**config.mk**
```make
export PLATFORM = sky130hd
export DESIGN_NAME = smv_mul
export DESIGN_NICKNAME = d
export VERILOG_FILES = /design/src/rtl/smv_pkg.sv /design/src/rtl/smv_mul.sv
export SDC_FILE = /design/constraint.sdc
export NUM_CORES = 1
export LEC_CHECK = 0
export BUFFER_PORTS_ARGS = -buffer_cell sky130_fd_sc_hd__buf_4
export CAP_MARGIN = 10
export CELL_PAD_IN_SITES_DETAIL_PLACEMENT = 1
export CELL_PAD_IN_SITES_GLOBAL_PLACEMENT = 2
export CORE_ASPECT_RATIO = 1.75
export CORE_MARGIN = 5
export CORE_UTILIZATION = 32
export DETAILED_ROUTE_END_ITERATION = 6
export PLACE_DENSITY_LB_ADDON = 0.25
export RECOVER_POWER = 100
export SLEW_MARGIN = 20
export SYNTH_ARGS = -nofsm -noshare
export SYNTH_HDL_FRONTEND = slang
export SYNTH_SLANG_ARGS = --single-unit
```
**constraint.sdc**
```tcl
create_clock -name clk -period 8.58 [get_ports clk]
set_input_delay 1.716 -clock clk [delete_from_list [all_inputs] [get_ports clk]]
set_output_delay 1.716 -clock clk [all_outputs]
set_load 0.01 [all_outputs]
```
**src/rtl/smv_pkg.sv**
```systemverilog
package smv_pkg;

  // Vector store geometry
  localparam int VEC_DEPTH = 1024;
  localparam int VEC_AW    = $clog2(VEC_DEPTH);

  // Field widths
  localparam int IDX_W  = 10;
  localparam int DATA_W = 32;

  // Input item kinds (tuser bit 0)
  localparam logic OP_LOAD  = 1'b0;
  localparam logic OP_ENTRY = 1'b1;

  // Configuration register indexes (paddr bit 2)
  localparam logic REG_ADD_MODE = 1'b0;
  localparam logic REG_SCALE    = 1'b1;

  // Column or element index to store address
  function automatic logic [VEC_AW-1:0] vec_addr(input logic [IDX_W-1:0] idx);
    logic [31:0] wide;
    wide = 32'(idx);
    return wide[VEC_AW-1:0];
  endfunction

  // Index lies inside the store
  function automatic logic vec_in_range(input logic [IDX_W-1:0] idx);
    return 32'(idx) < 32'(VEC_DEPTH);
  endfunction

endpackage

```
**src/rtl/smv_mul.sv**
```systemverilog
module smv_mul
  import smv_pkg::*;
(
  input  logic              clk,
  input  logic              en,
  input  logic [DATA_W-1:0] a,
  input  logic [DATA_W-1:0] b,
  output logic [DATA_W-1:0] p
);

  logic [DATA_W-1:0] p_r;
  logic [DATA_W-1:0] p_nxt;

  // Low word of the product, wraps like two's complement
  assign p_nxt = a * b;

  always_ff @(posedge clk) begin
    if (en) begin
      p_r <= p_nxt;
    end
  end

  assign p = p_r;

endmodule

```
# Word-level counts from Yosys, hierarchy flattened
# Cells that the tools add are included.
[totals]
ff_bits = 32
inputBits = 66
word_cells = 2
[op_classes]
multipliers = 1
[op_table]
columns = ["op", "count"]
rows = [
  ["32-bit by 32-bit multiplier with 32-bit output", 1],
]

# Logic depth before layout (Yosys ltp)
# Gate-level depths: netlist of the first run.
[logic_depth]
depth_word = 1
ltp_mapped = 26

# Worst setup path before layout of the first run
# OpenSTA, ideal clock, no wires.
[synth_timing]
kind = "input-to-reg"
from = "input b[3]"
to = "register p_r[29], in the netlist p[29], data pin"
t_arrival_ps = 8054
t_required_ps = 8445
setup_slack_ps = 391
stages = 24
n_path_buf = 2
path_cell_list = "clkbuf_1 > clkbuf_1 > and2_1 > fa_1 > inv_1 > fa_1 > fa_1 > fa_1 > inv_1 > fa_1 > inv_1 > fa_1 > inv_1 > fa_1 > fa_1 > ha_1 > and4_1 > and2_2 > o31ai_1 > o211a_1 > a21oi_2 > a41o_1 > or4_1 > nand3_1"
[synth_via]
elab_chain_len = 1
[synth_rtl]
columns = ["element", "line", "source"]
rows = [
  ["start: declaration", "smv_mul.sv:7", "input logic [DATA_W-1:0] b,"],
  ["32-bit by 32-bit multiplier with 32-bit output", "smv_mul.sv:15", "assign p_nxt = a * b;"],
  ["named net p_nxt[29]", "smv_mul.sv:12", "logic [DATA_W-1:0] p_nxt;"],
  ["end signal: assignment", "smv_mul.sv:19", "p_r <= p_nxt;"],
  ["end: declaration", "smv_mul.sv:11", "logic [DATA_W-1:0] p_r;"],
]
# The timed path passes the listed nets, and every way through them passes these cells.
# A chain may end at the register's enable or synchronous reset.

# Worst setup path in the final report of the first run
[layout_timing]
from = "input b[5]"
to = "register p_r[29], in the netlist p[29], data pin"
# The elaborated chain is that of the path after synthesis.

==> results of run 1 <==
==> kinds of logic after synthesis <==
| group | synth area share [%] |
|---|---|
| compound gates | 3.198 |
| xor+xnor | 4.393 |
| fa+ha+maj | 57.96 |
| buf+inv | 9.930 |
| flops | 5.738 |
| simple gates | 18.78 |
==> cell usage in the layout (no fill, tap or decap), types with 6 or more instances in the layout <==
cell      netlist  final
a21oi_1        22     22
clkbuf_1       80     37
and2_0          0      8
nand3_1         7      7
edfxtp_1       32     32
inv_1         363    363
o21bai_1        6      6
o21ai_0        11     10
and2_1        368    360
xnor2_1        65     65
ha_1          123    123
fa_1          408    408
nor2_1         11     11
buf_4           0    124
nand2_1       169    169
xor2_1         19     19
==> worst max-delay path: stages <==
cell	delay, ns
buf_4	0.32
and2_0	0.23
fa_1	0.43
fa_1	0.51
fa_1	0.54
inv_1	0.06
fa_1	0.47
inv_1	0.05
fa_1	0.47
fa_1	0.57
fa_1	0.44
fa_1	0.47
ha_1	0.37
and4_1	0.26
and2_2	0.20
o31ai_1	0.06
o211a_1	0.29
a21oi_2	0.12
a41o_1	0.31
or4_1	0.41
nand3_1	0.10
==> through the flow <==
step / setup TNS, ns / setup slack (ns) / instance area [µm²]
final: 0 / 0.3189 / 18600
after global routing: 0 / 0.04978 / 18590
after CTS: 0 / 0.004267 / 18730
after detailed placement: -0.9035 / -0.3738 / 18590
after global placement: -0.6636 / -0.2655 / 18590
after floorplan: 0 / 0.3914 / 16750
==> cell type report <==
class                   count  area, µm²
fillers                  5991      33480
multi-input cells        1266      14120
inverters                 363       1363
repair buffers            167       1165
flip-flops and latches     32      960.9
well taps                 678      848.3
clock buffers               5      125.1
clock inverters             3      13.76
diodes                      2      5.005
==> how the worst max path moves through the flow <==
stage / startpoint / end / cells past startpoint
final: b[5] / p[29]$_DFFE_PP_ / 21
after global placement: b[3] / p[28]$_DFFE_PP_ / 25
after detailed placement: b[3] / p[28]$_DFFE_PP_ / 25
after floorplan: b[3] / p[29]$_DFFE_PP_ / 24
after CTS: b[3] / p[28]$_DFFE_PP_ / 25
after global routing: b[5] / p[29]$_DFFE_PP_ / 21
==> per-layer routing <==
metal	routed length (µm)	vias to the layer above	global-route usage, %	share of wire (%)
met4	3110	2	9.709	5.6
met2	32270	194	39.94	58
met3	1199	92	1.579	2.2
met1	18930	6264	20.31	34
met5	20	-	0	0.036
li1	-	5263	-	-
==> what timing repair did <==
item                                    4_1_cts  5_1_grt
endpoints found under the setup margin        1        3
gates resized for setup                       1        2
buffers inserted                              0        1
cloned                                        0        0
pin swaps                                     0        1
endpoints found under the hold margin         0        0
==> flow_summary_export.csv, run 1 <==
group,metric,value,unit
floorplanning,initial_utilization,32.15,%
hold_path,min_from,"b[0]",
detailed_routing,drc_errors,0,
clock_network,clkSinkCount,32,
final_layout,layout.nets,2432,
floorplanning,pin_count,98,
synth,synth_top_area_share,48.77,%
floorplanning,core_area,52080,µm²
clock_network,clockRootBuffer,"clkbuf_16",
sta,finalMaxSlewViolations,33,
global_route,grt_pass1_vias,14353,
sta,hold_viol,0,
detailed_routing,dr.pass1.iters,4,
synth,post-synth-top-count-cell,"fa_1",
worst_setup_path,worstSetupStartpointType,"input pin",
placed_design,hpwl,48940,µm
detailed_routing,routed_via_density,4.696,
sta,rsz0062_at_grt,"false",
floorplanning,die_h,312.6,µm
worst_setup_path,worstPathMaxFanout,27,
sta,max_freq,121.0,MHz
global_route,grt_max_degree,33,
synth,synth_common_cells,"fa_1, and2_1, inv_1",
synth,yosys_warnings,0,
synth,synthArstFlopShare,0,%
final_layout,largest_reg_flops,32,
global_route,grt.total_usage,19.98,%
synth,syn_avg_cell_area,9.619,µm²
synth,ys_seq_elements,32,
detailed_routing,drt_iter0_drc,374,
sta,layout_min_cycle_time,8.261,ns
worst_setup_path,crit_path_end_kind,"flip-flop",
sta,max_slew_margin,-38.18,%
synth,ys.flop_type,"edfxtp_1",
worst_setup_path,path_class,"in2reg",
final_layout,fin_util,35.71,%
synth,netlist_instances,1741,
clock_network,tritoncts.num_buffers,5,
synth,ys_seq_area_share,5.738,%
clock_network,clockBufferDepth,2,
hold_path,hold_depth,2,
placed_design,place_congestion,0.8554,
detailed_routing,wl_per_cell,22.07,µm
worst_setup_path,required,8.76,ns
sta,post-route-period-util,96.28,%
synth,synth_area_leaders,"fa_1, and2_1, ha_1",
placed_design,dp_cells,2505,
synth,yosys.area.top_type,"fa_1",
final_layout,fin_cells,2516,
final_layout,syn2layout_area_growth,11.06,%
outcome,violations,"max-capacitance violations, max-slew violations",
clock_network,clkTransAtPathRegs,0.06,ns
run,drv_cap,1,
detailed_routing,vias,11815,
sta,whs,2.051,ns
hold_path,worstHoldEndpoint,"p[0]$_DFFE_PP_",
worst_setup_path,cp_data_arrival_time,8.44,ns
clock_network,ctsHoldBuffers,0,
global_route,antenna_found_initial,7,
outcome,status,"finished with violations",
detailed_routing,final_antenna_net_count,0,
floorplanning,fp.dieW,182.9,µm
final_layout,drive_gt1_share,8.224,%
synth,synth_edf_count,32,
global_route,gr-total-overflow,0,
floorplanning,row_count,111,
sta,worstMarginPinSlew,2.073,ns
detailed_routing,drt-total-wl,55530,µm
clock_network,h-tree-depth,2,
sta,setup_violations,0,
synth,synth_cell_types,45,
global_route,grt_pass1_wl,85020,µm
hold_path,hold_path.class,"in2reg",
floorplanning,die-area,57190,µm²
placed_design,portBuffers,97,
clock_network,cts_tree,"built",
synth,netlist_area,16750,µm²
synth,syn-num-nets,2338,
Power of run 1 is not shown: default switching activity piles up to over one toggle a cycle in this logic, so the estimate is an artifact.
==> inputs of run 2 (changes only) <==
- CORE_MARGIN: 5 -> default
==> run 2 against run 1 <==
Compared with the run above: core utilization rose by 0.42 points; the flow still finishes with violations (max-capacitance violations, max-slew violations); wire length fell by 1.3%; hold slack improved by 0.034 ns; count of clock-buffer cells in the layout did not move; sequential cell count did not move; via count rose by 0.45%; sequential share of layout area barely moved; final cell count barely moved; global-route usage rose by 1.6 points; non-clock buffer count rose by 6; fmax fell by 0.36%; first-iteration DRC count fell by 8.0%.
==> flow_summary_export.csv, run 2 (synthesized netlist as in run 1, its figures left out) <==
group,metric,value,unit
final_layout,fin_util,36.13,%
floorplanning,initial_utilization,32.45,%
global_route,grt_pass1_wl,84320,µm
sta,post-route-period-util,96.63,%
detailed_routing,drt-total-wl,54800,µm
sta,layout_min_cycle_time,8.291,ns
global_route,gr-total-overflow,0,
detailed_routing,vias,11868,
final_layout,drive_gt1_share,8.523,%
sta,max_freq,120.6,MHz
floorplanning,fp.dieW,174.9,µm
clock_network,cts_tree,"built",
placed_design,hpwl,48440,µm
clock_network,clkTransAtPathRegs,0.07,ns
final_layout,regArea,960.9,µm²
final_layout,syn2layout_area_growth,11.34,%
detailed_routing,drc_errors,0,
outcome,status,"finished with violations",
hold_path,hold_depth,3,
worst_setup_path,cp_slowest_cell,"fa_1",
final_layout,layout_commonest_cell,"fa_1",
worst_setup_path,path_buf_inv,5,
worst_setup_path,worstPathMaxFanout,11,
final_layout,layout.nets,2438,
sta,max_slew_margin,-39.36,%
worst_setup_path,cp_data_arrival_time,8.37,ns
worst_setup_path,cpMostUsedCell,"fa_1",
clock_network,clockRootBuffer,"clkbuf_16",
sta,hold_viol,0,
detailed_routing,final_antenna_net_count,0,
floorplanning,die-area,53290,µm²
worst_setup_path,required,8.66,ns
detailed_routing,dr.pass1.iters,4,
worst_setup_path,critical_path.startpoint,"a[6]",
final_layout,fill_cells,5987,
sta,worstMarginPinSlew,2.090,ns
detailed_routing,drt_iter0_drc,344,
worst_setup_path,crit_path_end_kind,"flip-flop",
floorplanning,core_area,51610,µm²
detailed_routing,routed_via_density,4.719,
floorplanning,row_count,110,
placed_design,portBuffers,97,
worst_setup_path,path_class,"in2reg",
run,drv_cap,1,
global_route,antenna_found_initial,2,
worst_setup_path,slowest_delay,0.55,ns
floorplanning,pin_count,98,
global_route,grt.total_usage,21.59,%
global_route,grt_pass1_vias,14396,
hold_path,worstHoldEndpoint,"p[0]$_DFFE_PP_",
final_layout,largest_reg_flops,32,
detailed_routing,wl_per_cell,21.79,µm
sta,finalMaxSlewViolations,33,
placed_design,place_congestion,0.8534,
clock_network,h-tree-depth,2,
worst_setup_path,crit_family,"adder cells",
outcome,violations,"max-capacitance violations, max-slew violations",
sta,rsz0062_at_grt,"false",
global_route,grt_max_degree,33,
worst_setup_path,worstSetupStartpointType,"input pin",
final_layout,multi_input_area,14130,µm²
worst_setup_path,path_cells,"buf_4 -> clkbuf_1 -> and2_1 -> fa_1 -> inv_1 -> fa_1 -> fa_1 -> fa_1 -> inv_1 -> ha_1 -> ha_1 -> fa_1 -> fa_1 -> ha_1 -> a21o_2 -> o32a_1 -> o41ai_4 -> buf_4 -> o211a_1 -> a21oi_2 -> a41o_1 -> a221oi_2 -> xnor2_1",
final_layout,final_cell_mix,"fa_1, and2_1, inv_1, nand2_1, buf_4",
clock_network,clockBufferDepth,2,
clock_network,tritoncts.num_buffers,5,
hold_path,hold_path.class,"in2reg",
floorplanning,die_h,304.6,µm
sta,setup_violations,0,
clock_network,clkSinkCount,32,
hold_path,min_from,"a[0]",
-- run 2: cell count changes in the layout (fill, tap and decap cells not counted) --
cell,change
o41ai_4,+1
buf_4,+4
o221ai_1,+1
clkbuf_4,+2
and2_0,-6
and2_1,+6
o41ai_1,-1
diode_2,-1
o221ai_2,-1
-- run 2: how the worst max path moves through the flow --
stage / cells past startpoint / endpoint / slack (ns)
3_5_place_dp: 25 / p[28]$_DFFE_PP_ / -0.30
2_1_floorplan: 24 / p[29]$_DFFE_PP_ / 0.39
4_1_cts: 25 / p[28]$_DFFE_PP_ / 0.05
5_1_grt: 26 / p[28]$_DFFE_PP_ / 0.04
3_3_place_gp: 25 / p[28]$_DFFE_PP_ / -0.19
6_report: 23 / p[31]$_DFFE_PP_ / 0.29
-- run 2: metal layers --
metal | vias to the layer above | wire, µm | GRT usage (%) | part of all wire [%]
li1 | 5284 | - | - | -
met1 | 6277 | 18630 | 21.33 | 34
met2 | 208 | 31970 | 43.52 | 58
met3 | 99 | 934 | 1.198 | 1.7
met4 | 0 | 3254 | 11.91 | 5.9
met5 | - | 0 | 0 | 0
-- run 2: what timing repair did --
item                                    CTS  global route
buffers inserted                          0             0
resized for setup                         0             2
endpoints found under the setup margin    0             3
hold buffers                              0             0
-- run 2: per-stage QoR --
| stage | instance area [µm²] | setup TNS [ns] | std cells | hold WS, ns | worst slack (ns) |
|---|---|---|---|---|---|
| finish | 18650 | 0 | 2515 | 2.085 | 0.2894 |
| global route | 18650 | 0 | 2515 | 2.119 | 0.03645 |
| CTS | 18770 | 0 | 2514 | 1.884 | 0.05149 |
| detailed placement | 18640 | -0.8406 | 2506 | 2.127 | -0.3042 |
| global placement | 18640 | -0.4501 | 2506 | 2.127 | -0.1938 |
| floorplan | 16750 | 0 | 1741 | 1.829 | 0.3914 |
-- run 2: layout make-up --
class / instances / share of cell area (%)
flip-flops and latches: 32 / 5.154
multi-input cells: 1266 / 75.78
inverters: 363 / 7.308
clock inverters: 3 / 0.07382
diodes: 1 / 0.01342
well taps: 672 / 4.509
clock buffers: 5 / 0.6711
repair buffers: 173 / 6.489
Power of run 2 is left out for the same reason.
==> inputs of run 3 (changes only) <==
- CORE_ASPECT_RATIO: 1.75 -> 0.9
- CTS_CLUSTER_DIAMETER: default -> 100
- REMOVE_ABC_BUFFERS: default -> 1
==> run 3 against run 2 <==
Compared with the run above: the flow still finishes with violations (max-capacitance violations, max-slew violations); non-clock buffer count is 11 lower; hold slack better by 0.014 ns; count of clock-buffer cells in the layout is 1 higher; sequential share of layout area hardly changed; core utilization is 0.11 points lower; final cell count is 0.32% higher; critical path type unchanged.
==> flow_summary_export.csv, run 3 (synthesized netlist as in run 1, its figures left out) <==
group,metric,value,unit
floorplanning,fp.dieW,243.1,µm
floorplanning,initial_utilization,32.39,%
hold_path,hold_depth,2,
detailed_routing,drt_iter0_drc,390,
final_layout,final_cell_mix,"fa_1, and2_1, inv_1, nand2_1, ha_1",
global_route,grt_pass1_vias,13818,
final_layout,final_area,18620,µm²
detailed_routing,routed_via_density,4.687,
clock_network,post_cts_resized,0,
hold_path,hold_path.class,"in2reg",
worst_setup_path,path_class,"in2reg",
outcome,status,"finished with violations",
outcome,violations,"max-capacitance violations, max-slew violations",
worst_setup_path,cp_data_arrival_time,8.37,ns
sta,layout_min_cycle_time,8.294,ns
global_route,grt.total_usage,21.27,%
sta,hold_viol,0,
worst_setup_path,required,8.66,ns
clock_network,clkSinkCount,32,
detailed_routing,vias,11825,
clock_network,post_cts_buffers,0,
placed_design,place_congestion,0.8376,
global_route,antenna_found_initial,0,
sta,max_slew_margin,-34.51,%
sta,fin_tns_setup,0,ns
sta,finalMaxSlewViolations,33,
final_layout,layout.nets,2427,
sta,worstMarginPinSlew,2.018,ns
hold_path,worstHoldEndpoint,"p[0]$_DFFE_PP_",
floorplanning,core_area,51700,µm²
final_layout,fin_util,36.02,%
sta,post-route-period-util,96.66,%
clock_network,clkTransAtPathRegs,0.08,ns
placed_design,hpwl,45070,µm
final_layout,syn2layout_area_growth,11.18,%
global_route,grt_pass1_wl,84200,µm
clock_network,cts_tree,"built",
floorplanning,row_count,79,
run,drv_cap,1,
sta,rsz0062_at_grt,"false",
detailed_routing,drt-total-wl,53580,µm
placed_design,place_area,18620,µm²
clock_network,clockRootBuffer,"clkbuf_16",
floorplanning,die_h,219.0,µm
detailed_routing,wl_per_cell,21.24,µm
final_layout,layout_commonest_cell,"fa_1",
clock_network,tritoncts.num_buffers,5,
final_layout,drive_gt1_share,7.701,%
floorplanning,pin_count,98,
placed_design,portBuffers,97,
clock_network,clockBufferDepth,2,
clock_network,ctsHoldBuffers,0,
worst_setup_path,worstSetupStartpointType,"input pin",
final_layout,largest_reg_flops,32,
floorplanning,die-area,53250,µm²
global_route,gr-total-overflow,0,
hold_path,min_from,"b[0]",
worst_setup_path,worstPathMaxFanout,15,
detailed_routing,drc_errors,0,
worst_setup_path,crit_path_end_kind,"flip-flop",
sta,setup_violations,0,
sta,max_freq,120.6,MHz
detailed_routing,final_antenna_net_count,0,
clock_network,h-tree-depth,2,
global_route,grt_max_degree,33,
detailed_routing,dr.pass1.iters,5,
==> run 3: how the worst max path moves through the flow <==
stage	slack, ns	startpoint	endpoint
after CTS	0.33	a[13]	p[31]$_DFFE_PP_
final	0.29	a[13]	p[31]$_DFFE_PP_
after floorplan	0.71	a[16]	p[29]$_DFFE_PP_
after detailed placement	-0.003	a[13]	p[31]$_DFFE_PP_
after global placement	0.1	b[6]	p[29]$_DFFE_PP_
after global routing	0.07	b[6]	p[31]$_DFFE_PP_
==> run 3: cell type report <==
type	instances	area (µm²)
fillers	5912	33080
multi-input cells	1266	14100
inverters	363	1363
repair buffers	162	1161
flip-flops and latches	32	960.9
well taps	688	860.8
clock buffers	6	128.9
clock inverters	2	35.03
diodes	4	10.01
==> run 3: metrics by stage <==
step	instances	hold slack (ns)	setup WS (ns)
finish	2523	2.098	0.2863
global route	2519	2.103	0.06537
CTS	2519	1.884	0.3346
detailed placement	2511	2.131	-0.002763
global placement	2511	2.124	0.09835
floorplan	1661	1.829	0.7061
==> run 3: per-layer routing <==
metal | part of all wire [%] | track usage [%]
met4 | 1.1 | 2.725
met3 | 2.9 | 2.605
met1 | 47 | 29.52
met5 | 0 | 0
met2 | 49 | 36.38
==> run 3: critical path, cell delays in order <==
cell and delay [ns]:
buf_4 0.14, buf_6 0.17, and2_1 0.18, fa_1 0.47
fa_1 0.43, fa_1 0.55, inv_1 0.05, fa_1 0.47
inv_1 0.05, fa_1 0.48, fa_1 0.59, fa_1 0.43
fa_1 0.46, ha_1 0.38, and4_1 0.27, and2_2 0.20
o31ai_1 0.06, o211a_1 0.35, a21oi_1 0.17, a41o_1 0.32
a221oi_2 0.29, xnor2_1 0.12
Power of run 3 is left out for the same reason.
